<file path="src/design/fclr_pkg.sv">
`timescale 1ns / 1ps
`default_nettype none
package fclr_pkg;

    localparam int MAX_POINTS_DEF = 16;

    localparam logic [7:0] TEMP_CEILING  = 8'd100;
    localparam logic [7:0] TEMP_FLOOR    = 8'd0;
    localparam logic [6:0] SPEED_CEILING = 7'd100;
    localparam logic [6:0] SPEED_FLOOR   = 7'd0;

    // request kinds
    localparam logic [1:0] KIND_TICK  = 2'd0;
    localparam logic [1:0] KIND_POINT = 2'd1;
    localparam logic [1:0] KIND_MODE  = 2'd2;

    // trend codes
    localparam logic [1:0] TREND_STABLE = 2'd0;
    localparam logic [1:0] TREND_RISE   = 2'd1;
    localparam logic [1:0] TREND_FALL   = 2'd2;

    // register indexes
    localparam logic [2:0] REG_RISE_DELAY   = 3'd0;
    localparam logic [2:0] REG_FALL_DELAY   = 3'd1;
    localparam logic [2:0] REG_MAX_RISE_LAG = 3'd2;
    localparam logic [2:0] REG_MAX_FALL_LAG = 3'd3;
    localparam logic [2:0] REG_POINTS       = 3'd4;

    localparam int PADDR_W = 5;
    localparam int NUM_W   = 15;   // |dy| * |dr| magnitude
    localparam int CNT_W   = 4;

    typedef struct packed {
        logic [15:0] rise_delay;
        logic [15:0] fall_delay;
        logic [7:0]  max_rise_lag;
        logic [7:0]  max_fall_lag;
        logic [4:0]  points_in_use;
    } cfg_t;

    typedef struct packed {
        logic accept;
        logic step_idx;
        logic grab_first;
        logic grab_second;
        logic div_step;
        logic set_hit;
        logic set_interp;
        logic set_none;
        logic out_load;
    } cmd_t;

    typedef struct packed {
        logic is_lookup;
        logic skip;
        logic hit;
        logic at_end;
        logic div_last;
    } stat_t;

endpackage
`default_nettype wire

</file>
<file path="src/design/fclr_cfg.sv">
`timescale 1ns / 1ps
`default_nettype none
module fclr_cfg (
    input  wire logic                          aclk,
    input  wire logic                          aresetn,
    input  wire logic                          psel,
    input  wire logic                          penable,
    input  wire logic                          pwrite,
    input  wire logic [fclr_pkg::PADDR_W-1:0]  paddr,
    input  wire logic [31:0]                   pwdata,
    output logic      [31:0]                   prdata,
    output logic                               pready,
    output fclr_pkg::cfg_t                     cfg
);

    fclr_pkg::cfg_t cfg_reg, cfg_next;
    logic [2:0]     ridx;
    logic           wr_en;

    assign pready = 1'b1;
    assign ridx   = paddr[4:2];
    assign wr_en  = psel && penable && pwrite && pready && (paddr[1:0] == 2'b00);
    assign cfg    = cfg_reg;

    always_comb begin
        cfg_next = cfg_reg;
        if (wr_en) begin
            unique case (ridx)
                fclr_pkg::REG_RISE_DELAY:   cfg_next.rise_delay    = pwdata[15:0];
                fclr_pkg::REG_FALL_DELAY:   cfg_next.fall_delay    = pwdata[15:0];
                fclr_pkg::REG_MAX_RISE_LAG: cfg_next.max_rise_lag  = pwdata[7:0];
                fclr_pkg::REG_MAX_FALL_LAG: cfg_next.max_fall_lag  = pwdata[7:0];
                fclr_pkg::REG_POINTS:       cfg_next.points_in_use = pwdata[4:0];
                default: ;
            endcase
        end
    end

    always_comb begin
        prdata = 32'd0;
        if (paddr[1:0] == 2'b00) begin
            unique case (ridx)
                fclr_pkg::REG_RISE_DELAY:   prdata = {16'd0, cfg_reg.rise_delay};
                fclr_pkg::REG_FALL_DELAY:   prdata = {16'd0, cfg_reg.fall_delay};
                fclr_pkg::REG_MAX_RISE_LAG: prdata = {24'd0, cfg_reg.max_rise_lag};
                fclr_pkg::REG_MAX_FALL_LAG: prdata = {24'd0, cfg_reg.max_fall_lag};
                fclr_pkg::REG_POINTS:       prdata = {27'd0, cfg_reg.points_in_use};
                default:                    prdata = 32'd0;
            endcase
        end
    end

    always_ff @(posedge aclk) begin
        if (!aresetn) begin
            cfg_reg.rise_delay    <= 16'd5;
            cfg_reg.fall_delay    <= 16'd5;
            cfg_reg.max_rise_lag  <= 8'd5;
            cfg_reg.max_fall_lag  <= 8'd5;
            cfg_reg.points_in_use <= 5'd2;
        end else begin
            cfg_reg <= cfg_next;
        end
    end

endmodule
`default_nettype wire

</file>
<file path="src/design/fclr_ctrl.sv">
`timescale 1ns / 1ps
`default_nettype none
module fclr_ctrl (
    input  wire logic            aclk,
    input  wire logic            aresetn,
    input  wire logic            s_tvalid,
    output logic                 s_tready,
    output logic                 m_tvalid,
    input  wire logic            m_tready,
    input  wire logic [1:0]      s_kind,
    input  fclr_pkg::stat_t      stat,
    output fclr_pkg::cmd_t       cmd
);

    typedef enum logic [5:0] {
        S_IDLE = 6'b000001,
        S_SCAN = 6'b000010,
        S_PAIR = 6'b000100,
        S_DIV  = 6'b001000,
        S_FIN  = 6'b010000,
        S_DONE = 6'b100000
    } state_t;

    state_t state_reg, state_next;
    logic   m_valid_reg, m_valid_next;
    logic   lookup_kind;

    assign s_tready    = (state_reg == S_IDLE);
    assign m_tvalid    = m_valid_reg;
    assign lookup_kind = (s_kind == fclr_pkg::KIND_TICK) || (s_kind == fclr_pkg::KIND_MODE);

    always_comb begin
        state_next   = state_reg;
        cmd          = '0;
        m_valid_next = m_valid_reg && !m_tready;
        unique case (state_reg)
            S_IDLE: begin
                if (s_tvalid) begin
                    cmd.accept = 1'b1;
                    state_next = lookup_kind ? S_SCAN : S_DONE;
                end
            end
            S_SCAN: begin
                priority if (stat.skip && stat.at_end) begin
                    cmd.set_none = 1'b1;
                    state_next   = S_DONE;
                end else if (stat.skip) begin
                    cmd.step_idx = 1'b1;
                end else if (stat.hit) begin
                    cmd.set_hit = 1'b1;
                    state_next  = S_DONE;
                end else begin
                    cmd.grab_first = 1'b1;
                    state_next     = S_PAIR;
                end
            end
            S_PAIR: begin
                cmd.grab_second = 1'b1;
                state_next      = S_DIV;
            end
            S_DIV: begin
                cmd.div_step = 1'b1;
                if (stat.div_last) state_next = S_FIN;
            end
            S_FIN: begin
                cmd.set_interp = 1'b1;
                state_next     = S_DONE;
            end
            S_DONE: begin
                if (!m_valid_reg || m_tready) begin
                    cmd.out_load = 1'b1;
                    m_valid_next = 1'b1;
                    state_next   = S_IDLE;
                end
            end
            default: state_next = S_IDLE;
        endcase
    end

    always_ff @(posedge aclk) begin
        if (!aresetn) begin
            state_reg   <= S_IDLE;
            m_valid_reg <= 1'b0;
        end else begin
            state_reg   <= state_next;
            m_valid_reg <= m_valid_next;
        end
    end

endmodule
`default_nettype wire

</file>
<file path="src/design/fclr_dp.sv">
`timescale 1ns / 1ps
`default_nettype none
module fclr_dp #(
    parameter int MAX_POINTS = fclr_pkg::MAX_POINTS_DEF
) (
    input  wire logic            aclk,
    input  wire logic            aresetn,
    input  fclr_pkg::cfg_t       cfg,
    input  fclr_pkg::cmd_t       cmd,
    output fclr_pkg::stat_t      stat,
    input  wire logic [1:0]      s_kind,
    input  wire logic [7:0]      s_sample_temp,
    input  wire logic [3:0]      s_point_index,
    input  wire logic [7:0]      s_point_temp,
    input  wire logic [7:0]      s_point_speed,
    output logic      [6:0]      m_fan_speed,
    output logic      [7:0]      m_reference_temp,
    output logic      [1:0]      m_trend,
    output logic                 m_no_point_found
);

    localparam int IDX_W = $clog2(MAX_POINTS);
    localparam int N_W   = IDX_W + 1;

    // tracker state
    logic [7:0]  ref_reg, ref_next;
    logic [1:0]  trend_reg, trend_next;
    logic [15:0] wait_reg, wait_next;
    logic        moving_reg, moving_next;

    // point table
    logic [7:0]  tbl_temp_reg  [MAX_POINTS];
    logic [6:0]  tbl_speed_reg [MAX_POINTS];

    // search and interpolation
    logic [IDX_W-1:0]      idx_reg, idx_next;
    logic [7:0]            x1_reg;
    logic [6:0]            y1_reg;
    logic [7:0]            den_reg;
    logic [8:0]            rem_reg;
    logic [fclr_pkg::NUM_W-1:0] num_reg;
    logic                  neg_reg;
    logic [fclr_pkg::CNT_W-1:0] cnt_reg;
    logic [6:0]            speed_reg;
    logic                  npf_reg;
    logic                  lookup_reg;

    logic [6:0]  out_speed_reg;
    logic [7:0]  out_ref_reg;
    logic [1:0]  out_trend_reg;
    logic        out_npf_reg;

    // ---- tick update ----
    logic [7:0]  t;
    logic [7:0]  r0;
    logic [1:0]  tr0;
    logic [15:0] w0;
    logic        m0;
    logic [1:0]  dir;
    logic        is_lookup_kind;

    assign t = (s_sample_temp >= fclr_pkg::TEMP_CEILING) ?
               fclr_pkg::TEMP_CEILING - 8'd1 : s_sample_temp;
    assign is_lookup_kind = (s_kind == fclr_pkg::KIND_TICK) || (s_kind == fclr_pkg::KIND_MODE);

    always_comb begin
        if (s_kind == fclr_pkg::KIND_MODE) begin
            r0 = t; tr0 = fclr_pkg::TREND_STABLE; w0 = 16'd0; m0 = 1'b0;
        end else begin
            r0 = ref_reg; tr0 = trend_reg; w0 = wait_reg; m0 = moving_reg;
        end
        dir         = (t > r0) ? fclr_pkg::TREND_RISE : fclr_pkg::TREND_FALL;
        ref_next    = r0;
        trend_next  = tr0;
        wait_next   = w0;
        moving_next = m0;
        if (t == r0) begin
            trend_next  = fclr_pkg::TREND_STABLE;
            moving_next = 1'b0;
        end else begin
            if (tr0 != dir) begin
                trend_next  = dir;
                moving_next = 1'b0;
                wait_next   = (dir == fclr_pkg::TREND_RISE) ? cfg.rise_delay : cfg.fall_delay;
            end
            if (!moving_next) begin
                if (wait_next <= 16'd1) begin
                    wait_next   = 16'd0;
                    moving_next = 1'b1;
                end else begin
                    wait_next = wait_next - 16'd1;
                end
            end
            if (dir == fclr_pkg::TREND_RISE) begin
                if ((t - r0) > cfg.max_rise_lag) ref_next = t - cfg.max_rise_lag;
                else if (moving_next)            ref_next = r0 + 8'd1;
            end else begin
                // the jump above the sample wraps at eight bits
                if ((r0 - t) > cfg.max_fall_lag) ref_next = t + cfg.max_fall_lag;
                else if (moving_next)            ref_next = r0 - 8'd1;
            end
        end
    end

    // ---- point access ----
    logic [N_W:0]     n_pts;
    logic [IDX_W-1:0] last_idx;
    logic             dflt_line;
    logic [7:0]       px_raw, px;
    logic [6:0]       py_raw, py;
    logic             rising;

    assign dflt_line = (cfg.points_in_use < 5'd2);
    always_comb begin
        if (dflt_line)
            n_pts = (N_W+1)'(2);
        else if ((N_W+1)'(cfg.points_in_use) > (N_W+1)'(MAX_POINTS))
            n_pts = (N_W+1)'(MAX_POINTS);
        else
            n_pts = (N_W+1)'(cfg.points_in_use);
    end
    assign last_idx = IDX_W'(n_pts - (N_W+1)'(1));
    assign rising   = (trend_reg == fclr_pkg::TREND_RISE);

    always_comb begin
        px_raw = tbl_temp_reg[idx_reg];
        py_raw = tbl_speed_reg[idx_reg];
        if (dflt_line) begin
            px = (idx_reg == '0) ? fclr_pkg::TEMP_FLOOR  : fclr_pkg::TEMP_CEILING;
            py = (idx_reg == '0) ? fclr_pkg::SPEED_FLOOR : fclr_pkg::SPEED_CEILING;
        end else begin
            if (idx_reg == '0)            px_raw = fclr_pkg::TEMP_FLOOR;
            else if (idx_reg == last_idx) px_raw = fclr_pkg::TEMP_CEILING;
            if (px_raw > fclr_pkg::TEMP_CEILING)     px = fclr_pkg::TEMP_CEILING;
            else if (px_raw < fclr_pkg::TEMP_FLOOR)  px = fclr_pkg::TEMP_FLOOR;
            else                                     px = px_raw;
            if (py_raw > fclr_pkg::SPEED_CEILING)    py = fclr_pkg::SPEED_CEILING;
            else if (py_raw < fclr_pkg::SPEED_FLOOR) py = fclr_pkg::SPEED_FLOOR;
            else                                     py = py_raw;
        end
    end

    assign stat.is_lookup = lookup_reg;
    assign stat.skip      = rising ? (px > ref_reg) : (px < ref_reg);
    assign stat.hit       = (px == ref_reg) || (rising ? (idx_reg == last_idx) : (idx_reg == '0));
    assign stat.at_end    = rising ? (idx_reg == '0) : (idx_reg == last_idx);
    assign stat.div_last  = (cnt_reg == fclr_pkg::CNT_W'(fclr_pkg::NUM_W - 1));

    always_comb begin
        idx_next = idx_reg;
        if (cmd.accept)
            idx_next = (trend_next == fclr_pkg::TREND_RISE) ? last_idx : '0;
        else if (cmd.step_idx || cmd.grab_first)
            idx_next = rising ? idx_reg - IDX_W'(1) : idx_reg + IDX_W'(1);
        // scan moves away from the matched side; the pair neighbor is the other way
        if (cmd.grab_first)
            idx_next = rising ? idx_reg + IDX_W'(1) : idx_reg - IDX_W'(1);
    end

    // ---- interpolation ----
    logic signed [8:0] dy, dr, dx;
    logic [6:0]        ady;
    logic [7:0]        adr, adx;
    logic [8:0]        rem_sh;
    logic              qbit;

    assign dy  = 9'(signed'({2'b00, py})) - 9'(signed'({2'b00, y1_reg}));
    assign dr  = 9'(signed'({1'b0, ref_reg})) - 9'(signed'({1'b0, x1_reg}));
    assign dx  = 9'(signed'({1'b0, px})) - 9'(signed'({1'b0, x1_reg}));
    assign ady = dy[8] ? 7'(-dy) : 7'(dy);
    assign adr = dr[8] ? 8'(-dr) : 8'(dr);
    assign adx = dx[8] ? 8'(-dx) : 8'(dx);

    assign rem_sh = {rem_reg[7:0], num_reg[fclr_pkg::NUM_W-1]};
    assign qbit   = (rem_sh >= {1'b0, den_reg});

    logic [7:0] tw_temp;
    logic [6:0] tw_speed;
    logic [6:0] widx;

    assign widx = {3'd0, s_point_index};
    always_comb begin
        if (s_point_temp > fclr_pkg::TEMP_CEILING)     tw_temp = fclr_pkg::TEMP_CEILING;
        else if (s_point_temp < fclr_pkg::TEMP_FLOOR)  tw_temp = fclr_pkg::TEMP_FLOOR;
        else                                           tw_temp = s_point_temp;
        if (s_point_speed > {1'b0, fclr_pkg::SPEED_CEILING})
            tw_speed = fclr_pkg::SPEED_CEILING;
        else if (s_point_speed < {1'b0, fclr_pkg::SPEED_FLOOR})
            tw_speed = fclr_pkg::SPEED_FLOOR;
        else
            tw_speed = s_point_speed[6:0];
    end

    always_ff @(posedge aclk) begin
        if (!aresetn) begin
            ref_reg    <= 8'd0;
            trend_reg  <= fclr_pkg::TREND_STABLE;
            wait_reg   <= 16'd0;
            moving_reg <= 1'b0;
            lookup_reg <= 1'b0;
            for (int i = 0; i < MAX_POINTS; i++) begin
                tbl_temp_reg[i]  <= 8'd0;
                tbl_speed_reg[i] <= 7'd0;
            end
        end else if (cmd.accept) begin
            lookup_reg <= is_lookup_kind;
            if (is_lookup_kind) begin
                ref_reg    <= ref_next;
                trend_reg  <= trend_next;
                wait_reg   <= wait_next;
                moving_reg <= moving_next;
            end else if (s_kind == fclr_pkg::KIND_POINT && widx < 7'(MAX_POINTS)) begin
                tbl_temp_reg[widx[IDX_W-1:0]]  <= tw_temp;
                tbl_speed_reg[widx[IDX_W-1:0]] <= tw_speed;
            end
        end
    end

    always_ff @(posedge aclk) begin
        idx_reg <= idx_next;
        if (cmd.accept) begin
            speed_reg <= 7'd0;
            npf_reg   <= 1'b0;
        end
        if (cmd.set_hit)  speed_reg <= py;
        if (cmd.set_none) begin
            speed_reg <= 7'd0;
            npf_reg   <= 1'b1;
        end
        if (cmd.grab_first) begin
            x1_reg <= px;
            y1_reg <= py;
        end
        if (cmd.grab_second) begin
            num_reg <= {8'd0, ady} * {7'd0, adr};
            den_reg <= adx;
            neg_reg <= dy[8];
            rem_reg <= 9'd0;
            cnt_reg <= '0;
        end
        if (cmd.div_step) begin
            rem_reg <= qbit ? rem_sh - {1'b0, den_reg} : rem_sh;
            num_reg <= {num_reg[fclr_pkg::NUM_W-2:0], qbit};
            cnt_reg <= cnt_reg + fclr_pkg::CNT_W'(1);
        end
        if (cmd.set_interp)
            speed_reg <= neg_reg ? y1_reg - num_reg[6:0] : y1_reg + num_reg[6:0];
        if (cmd.out_load) begin
            out_speed_reg <= speed_reg;
            out_ref_reg   <= ref_reg;
            out_trend_reg <= trend_reg;
            out_npf_reg   <= npf_reg;
        end
    end

    assign m_fan_speed      = out_speed_reg;
    assign m_reference_temp = out_ref_reg;
    assign m_trend          = out_trend_reg;
    assign m_no_point_found = out_npf_reg;

endmodule
`default_nettype wire

</file>
<file path="src/design/fan_curve_lagged_reference_top.sv">
// lagged-reference fan curve controller
//
// input channel s_*: one request per item; s_tuser holds the kind (tick, point
// write, curve mode entry), s_tdata the sample and the point fields
// result channel m_*: one result per request, fan speed, reference temperature,
// trend in m_tdata and the no-point flag in m_tuser
// apb port: five config registers at byte addresses 0,4,..,16, write only when idle
//
// a point write or an unknown kind goes straight to the final step after acceptance
// a tick or a curve mode entry walks the point table one entry per cycle; a hit
// or a walk that ends with no point goes straight to the final step, else the block
// fetches the bracketing pair, runs the restoring divider, adds and loads the
// result register; the next request can be taken once the result is loaded
// one request is worked on at a time; s_tready is high only while idle
// the result register lets the next request in while a result still waits
// reset clears the tracker, the point table, the registers to their defaults
// and m_tvalid; a stalled receiver holds m_tdata and the block waits in its
// final step until the result register frees
`timescale 1ns / 1ps
`default_nettype none
module fan_curve_lagged_reference_top #(
    parameter int MAX_POINTS = fclr_pkg::MAX_POINTS_DEF
) (
    input  wire logic                          aclk,
    input  wire logic                          aresetn,
    // request channel
    input  wire logic                          s_tvalid,
    output logic                               s_tready,
    // [7:0] sample_temp, [11:8] point_index, [19:12] point_temp,
    // [27:20] point_speed, [31:28] zero
    input  wire logic [31:0]                   s_tdata,
    // [1:0] kind
    input  wire logic [1:0]                    s_tuser,
    // result channel
    output logic                               m_tvalid,
    input  wire logic                          m_tready,
    // [6:0] fan_speed, [14:7] reference_temp, [16:15] trend, [23:17] zero
    output logic      [23:0]                   m_tdata,
    // [0] no_point_found
    output logic                               m_tuser,
    // config port
    input  wire logic                          psel,
    input  wire logic                          penable,
    input  wire logic                          pwrite,
    input  wire logic [fclr_pkg::PADDR_W-1:0]  paddr,
    input  wire logic [31:0]                   pwdata,
    output logic      [31:0]                   prdata,
    output logic                               pready
);

    fclr_pkg::cfg_t  cfg;
    fclr_pkg::cmd_t  cmd;
    fclr_pkg::stat_t stat;

    logic [6:0] fan_speed;
    logic [7:0] reference_temp;
    logic [1:0] trend;
    logic       no_point_found;

    // register file
    fclr_cfg u_cfg (
        .aclk    (aclk),
        .aresetn (aresetn),
        .psel    (psel),
        .penable (penable),
        .pwrite  (pwrite),
        .paddr   (paddr),
        .pwdata  (pwdata),
        .prdata  (prdata),
        .pready  (pready),
        .cfg     (cfg)
    );

    // sequencer: accept, table walk, divide, result hand-off
    fclr_ctrl u_ctrl (
        .aclk     (aclk),
        .aresetn  (aresetn),
        .s_tvalid (s_tvalid),
        .s_tready (s_tready),
        .m_tvalid (m_tvalid),
        .m_tready (m_tready),
        .s_kind   (s_tuser),
        .stat     (stat),
        .cmd      (cmd)
    );

    // tracker state, point table, divider and result register
    fclr_dp #(
        .MAX_POINTS (MAX_POINTS)
    ) u_dp (
        .aclk             (aclk),
        .aresetn          (aresetn),
        .cfg              (cfg),
        .cmd              (cmd),
        .stat             (stat),
        .s_kind           (s_tuser),
        .s_sample_temp    (s_tdata[7:0]),
        .s_point_index    (s_tdata[11:8]),
        .s_point_temp     (s_tdata[19:12]),
        .s_point_speed    (s_tdata[27:20]),
        .m_fan_speed      (fan_speed),
        .m_reference_temp (reference_temp),
        .m_trend          (trend),
        .m_no_point_found (no_point_found)
    );

    assign m_tdata = {7'd0, trend, reference_temp, fan_speed};
    assign m_tuser = no_point_found;

endmodule
`default_nettype wire

</file>
<file path="config.mk">
export PLATFORM = sky130hd
export DESIGN_NAME = fan_curve_lagged_reference_top
export DESIGN_NICKNAME = d
export VERILOG_FILES = /design/src/design/fclr_pkg.sv /design/src/design/fclr_cfg.sv /design/src/design/fclr_ctrl.sv /design/src/design/fclr_dp.sv /design/src/design/fan_curve_lagged_reference_top.sv
export SDC_FILE = /design/constraint.sdc
export NUM_CORES = 1
export LEC_CHECK = 0
export BUFFER_PORTS_ARGS = -buffer_cell sky130_fd_sc_hd__buf_2
export CAP_MARGIN = 40
export CORE_MARGIN = 3
export CORE_UTILIZATION = 56
export DETAILED_ROUTE_END_ITERATION = 8
export PLACE_DENSITY = 0.85
export RECOVER_POWER = 50
export REMOVE_ABC_BUFFERS = 1
export SYNTH_ARGS = -nofsm -noshare
export SYNTH_HDL_FRONTEND = slang
export SYNTH_SLANG_ARGS = --single-unit
</file>
<file path="constraint.sdc">
create_clock -name aclk -period 12.15 [get_ports aclk]
set_input_delay 2.43 -clock aclk [delete_from_list [all_inputs] [get_ports aclk]]
set_output_delay 2.43 -clock aclk [all_outputs]
set_load 0.02 [all_outputs]
</file>
==> key figures, run 1 <==
Run status
  • Status: finished with violations
  • Violated checks: capacitance limit, slew limit

Floorplan
  • Die width: 218.1 µm
  • Core Area: 44320 µm²
  • Initial Util: 0.5686
  • Die height: between 200 and 250 µm
  • # IOs: 138
  • Die ar.: around 48000 µm²
  • Row count: 77

Global routing
  • Initial antenna violation count: 2
  • First-pass GRT wire length: 100.7 mm
  • Total gr overflow: 0
  • GRT Max-Usage Layer: met2
  • Met3 usage: 0.04477
  • GR Util met2: 0.4530
  • Largest net degree at the start of global routing: 85
  • Total GRT Usage: 0.2671
  • Met1 GRT Util: 0.3543
  • Vias in the first global route: 18820

Setup path
  • Maximum fanout along the worst path: 25
  • CP endpoint kind: flop
  • R2r setup slk: between 2 and 2.5 ns
  • Crit path buffers/inverters: 4
  • Kind of cell adding the most delay to the critical path: compound AO/OA/AOI/OAI gates
  • Startpoint types: flop
  • WS Path Type: flop to flop
  • Most frequent CP cell: o21ai_0
  • Worst-path cell with the longest stage delay: dfxtp_2
  • Arr. time, crit path: just over 10 ns
  • Crit path largest cell delay: between 0.7 and 0.8 ns
  • Critical Path RT: around 12 ns

Cells and area
  • Layout cells sized above 1: 0.1112
  • Synth-to-layout area growth: 9.156%
  • Layout net count: 2744
  • Most common cell after layout, fill and taps aside: nor2_1
  • Max reg flops: 128
  • Most frequent cells in the layout: nor2_1, edfxtp_1, nand2_1
  • Filler cell count: between 3000 and 4000

Flow run
  • Max Cap Viol: 4

Clock network
  • CTS Hold Bufs: 0
  • Clk sinks: 412
  • CTS tree: done
  • CTS resizes: 0
  • Post-CTS Setup Inserts: 0
  • Worst-Skew Late Latency: approximately 0.6 ns
  • Longest Clk Path Bufs: 3
  • H-tree depth: 2
  • CTS Root Cell: clkbuf_16
  • CTS Buf Count: 44
  • CTS clk-pin slew, worst paths: 0.06 ns

Drt
  • Detail Route Antenna Nets: 0
  • Wire per inst: just over 20 µm
  • Final wirelength: 64.24 mm
  • DR vias: roughly 19000
  • Drt first-iter violations: 1936
  • DRC viols: 0
  • DRT Pass-1 Iters: 6
  • Via/cell ratio: 6.136

Synth
  • Synth Area per Inst: roughly 10 µm²
  • Synth area leader: edfxtp_1
  • Sequential area share after synthesis: 0.4544
  • Cell variety after synth: between 70 and 80
  • Synth warn: 0
  • Synth Register Bits: 412
  • Top FF cell, synth: edfxtp_1
  • Asr flop ratio synth: 0
  • Number of synthesized flops with an enable pin: 320
  • Top cell type's share of synthesized area: 0.3813
  • Area contributors post-synth: edfxtp_1, dfxtp_1, ha_1
  • Cells after synthesis: 2427
  • Mapped cell area: 25200 µm²

STA
  • Final max-slew violation count: 173
  • FMAX: about 0.1 GHz
  • Fin Clk Skew: 0.02459 ns
  • Worst rel slew slack: -1.187
  • Final period utilization: 0.8075
  • Slew @ Worst Pin: 3.281 ns
  • Setup TNS: 0 ns
  • Setup violations, final: 0
  • Fin crit period: around 10 ns
  • Final hold violation count: 0
  • Unrepaired setup endpoints after global routing: no

Placement
  • I/O Buffers: between 90 and 100
  • Global placer's final weighted congestion: 0.9351
  • Post-DP HPWL: 45.37 mm

Min path
  • Tightest Hold Check Type: flop to flop
==> kinds of logic (layout without fill, tap and decap cells) <==
group,count (synthesis),after routing,share of synthesized area
adder cells (fa/ha/maj),174,174,0.09772
other,2,46,0.0002980
multiplexers,147,147,0.09623
XOR/XNOR,119,119,0.04136
AND/OR/NAND/NOR,874,874,0.1578
flip-flops,412,412,0.4544
AO/OA/AOI/OAI,404,404,0.1040
buffers and inverters,295,353,0.04812
==> synth_stat cells (18+ instances only) <==
master    instances
nand2b_1         18
a21oi_1          83
nand3_1          49
nor3_1           35
dfxtp_1          92
o21ai_0          93
or2_2            20
xor2_1           38
mux2i_1          60
a21o_1           35
mux4_2           75
buf_4            24
xnor2_1          81
a22oi_1          18
fa_1             38
nor2_1          370
a21boi_0         40
ha_1            136
nor4_1           19
nand2_1         224
edfxtp_1        320
inv_1           154
clkbuf_1         91
nor2b_1          47
==> worst reg2reg max path, delay by kind of cell (launching register included) <==
kind	cells	cell delay, ns
adders and majority gates	6	2.64
muxes	2	0.92
xor gates and xnor gates	2	0.75
AOI/OAI and AO/OA	13	2.99
and+or+nand+nor	5	0.91
buffers and inverters	4	0.56
DFF	1	0.77
==> per-stage QoR <==
step / std cells / setup slack, ns / hold slack, ns / area [µm²] / utilization
2_1_floorplan: 2328 / 1.779 / 0.4003 / 24720 / -
3_3_place_gp: 3032 / 2.630 / 0.4059 / 26090 / 0.5887
3_5_place_dp: 3038 / 2.562 / 0.4045 / 26130 / 0.5897
4_1_cts: 3119 / 2.518 / 0.4184 / 27550 / 0.6216
5_1_grt: 3120 / 1.782 / 0.4211 / 27500 / 0.6206
6_report: 3121 / 2.339 / 0.4187 / 27510 / 0.6206
==> routing by layer <==
| metal | routed length (µm) | share of wire |
|---|---|---|
| met5 | 0 | 0 |
| met4 | 1909 | 0.030 |
| met3 | 5772 | 0.090 |
| met2 | 31510 | 0.49 |
| met1 | 25050 | 0.39 |
==> area by class of cell <==
type	instances	area, µm²	area share
multi-input cells	1762	12700	0.4619
flip-flops and latches	412	11460	0.4165
clock buffers	60	1224	0.04449
well taps	592	740.7	0.02693
repair buffers	118	606.8	0.02206
inverters	154	578.1	0.02102
clock inverters	21	191.4	0.006960
diodes	2	5.005	0.0001820
==> final timing paths <==
| kind | to | depth (start not counted) | startpoint |
|---|---|---|---|
| max | u_dp.num_reg[14] | 32 | flop |
| min reg2reg | u_dp.m_fan_speed[2] | 0 | u_dp.speed_reg[2] |
| min | u_dp.m_fan_speed[2] | 0 | u_dp.speed_reg[2] |
| max reg2reg | u_dp.num_reg[14] | 32 | flop |
Power of run 1 is left out: the tool's default activity adds up to more than one toggle a clock period on the data nets, which glitch-free logic cannot reach.
==> inputs of run 2 (changes only) <==
--- a/config.mk
+++ b/config.mk
@@ -10,7 +10,7 @@
 export CORE_MARGIN = 3
 export CORE_UTILIZATION = 56
 export DETAILED_ROUTE_END_ITERATION = 8
-export PLACE_DENSITY = 0.85
+export PLACE_DENSITY = 0.88
 export RECOVER_POWER = 50
 export REMOVE_ABC_BUFFERS = 1
 export SYNTH_ARGS = -nofsm -noshare
==> constraint.sdc (replaced) <==
create_clock -name aclk -period 8.2 [get_ports aclk]
set_input_delay 1.64 -clock aclk [delete_from_list [all_inputs] [get_ports aclk]]
set_output_delay 1.64 -clock aclk [all_outputs]
set_load 0.02 [all_outputs]
==> run 2 against run 1 <==
  * The flow still finishes with violations (capacitance limit, slew limit)
  * Final area increased by 3.6%
  * Non-clock buffer count rose by 83
  * Count of clock-buffer cells in the layout down 10
  * Sequential share of layout area shrank 1.5 points
  * Utilization up 2.3 points
  * Critical path type unchanged
==> key figures, run 2 (synthesis results as in run 1) <==
Cells and area
  • Layout net count: 2825
  • Finished Layout Cells: about 3200
  • Fin area: about 29000 µm²
  • Most common cell after layout, fill and taps aside: nor2_1
  • Most frequent cells in the layout: nor2_1, edfxtp_1, nand2_1
  • Layout cells sized above 1: 0.1616
  • Max reg flops: 128
  • Synth-to-layout area growth: 13.12%
  • Post-layout util: 0.6432

STA
  • Final worst slack: 0.2083 ns
  • Final max-slew violation count: between 100 and 150
  • Final hold violation count: 0
  • Fin crit period: 7.992 ns
  • Fin Clk Skew: between 0.02 and 0.03 ns
  • Setup violations, final: 0
  • Final period utilization: 0.9746
  • FMAX: 0.1251 GHz
  • Slew @ Worst Pin: 3.510 ns
  • Worst rel slew slack: -1.340

Run status
  • Status: finished with violations
  • Violated checks: capacitance limit, slew limit

Floorplan
  • Core Area: 44320 µm²
  • Die width: ~220 µm
  • Row count: 77
  • # IOs: 138
  • Die height: 218.1 µm
  • Die ar.: about 48000 µm²
  • Initial Util: 0.5686

Placement
  • Post-place setup slack: -0.4173 ns
  • Post-DP HPWL: roughly 47 mm
  • Placed cells: 3110
  • Global placer's final weighted congestion: 0.9474
  • I/O Buffers: 93
  • Placement Cell Area: 26720 µm²

Setup path
  • Startpoint types: flop
  • Crit path largest cell delay: roughly 0.53 ns
  • Maximum fanout along the worst path: 6
  • WS Path Type: flop to flop
  • Worst-path cell with the longest stage delay: fa_1
  • Critical Path RT: roughly 8.5 ns
  • Arr. time, crit path: 8.31 ns
  • CP endpoint kind: flop

Flow run
  • Max Cap Viol: 2

Clock network
  • Longest Clk Path Bufs: 3
  • Clk sinks: 412
  • CTS tree: done
  • CTS clk-pin slew, worst paths: 0.06 ns
  • CTS Root Cell: clkbuf_16
  • Worst-Skew Late Latency: about 0.59 ns
  • H-tree depth: 2
  • CTS Buf Count: 42

Global routing
  • Largest net degree at the start of global routing: 91
  • Total GRT Usage: 0.2722
  • Initial antenna violation count: 2
  • Vias in the first global route: between 15000 and 20000
  • First-pass GRT wire length: 102.7 mm
  • Total gr overflow: 0

Drt
  • Detail Route Antenna Nets: 0
  • Wire per inst: 20.67 µm
  • DR vias: 19590
  • DRC viols: 0
  • DRT Pass-1 Iters: 6
  • Drt first-iter violations: around 2100
  • Via/cell ratio: roughly 6
  • Final wirelength: 66.10 mm

Min path
  • Tightest Hold Check Type: flop to flop
-- run 2: cell count changes in the layout (fill, tap and decap cells not counted), moves of 6 or more --
cell / delta
buf_2: +24
clkbuf_1: -23
o21ai_2: +6
o21ai_0: -8
clkbuf_8: -6
buf_4: +73
-- run 2: per-layer routing --
metal  share of wire  track usage  routed length (µm)
met5         0.00020            0                  13
met4           0.029      0.09437                1948
met3           0.085      0.04727                5601
met2            0.50       0.4654               33050
met1            0.39       0.3522               25480
-- run 2: cell type report --
| cell class | instances | area, µm² |
|---|---|---|
| Fill cell | 3316 | 15810 |
| Clock buffer | 50 | 1081 |
| Clock inverter | 26 | 334.1 |
| Inverter | 154 | 578.1 |
| Multi-Input combinational cell | 1762 | 12970 |
| Timing Repair Buffer | 201 | 1345 |
| Sequential cell | 412 | 11460 |
| Tap cell | 592 | 740.7 |
| Antenna cell | 1 | 2.502 |
-- run 2: critical path: cells and delay by family (launching register included) --
family / cells / cell delay (ns)
buf+inv: 7 / 0.64
xor+xnor: 2 / 0.33
compound gates: 10 / 1.69
simple gates: 7 / 1.04
flops: 1 / 0.44
fa+ha+maj: 6 / 2.54
mux: 2 / 1.04
-- run 2: timing repair --
action	CTS	global route
setup buffers	2	8
pin swaps	5	39
hold buffers	0	0
gates cloned	1	0
endpoints found under the setup margin	6	6
resized for setup	19	47
-- run 2: path summary, 6_finish.rpt --
path / start / to / slack [ns] / depth (start not counted)
setup / recovery: flop / u_dp.num_reg[14] / 0.21 / 34
hold / removal: u_dp.speed_reg[4] / u_dp.m_fan_speed[4] / 0.42 / 0
setup reg to reg: flop / u_dp.num_reg[14] / 0.21 / 34
hold reg to reg: u_dp.speed_reg[4] / u_dp.m_fan_speed[4] / 0.42 / 0
-- run 2: through the flow --
step | hold WS (ns) | setup TNS, ns
after floorplan | 0.4003 | -18.41
after global placement | 0.4071 | -0.4350
after detailed placement | 0.4054 | -1.359
after CTS | 0.4190 | 0
after global routing | 0.4281 | -0.3800
final | 0.4184 | 0
Power of run 2 is left out for the same reason.
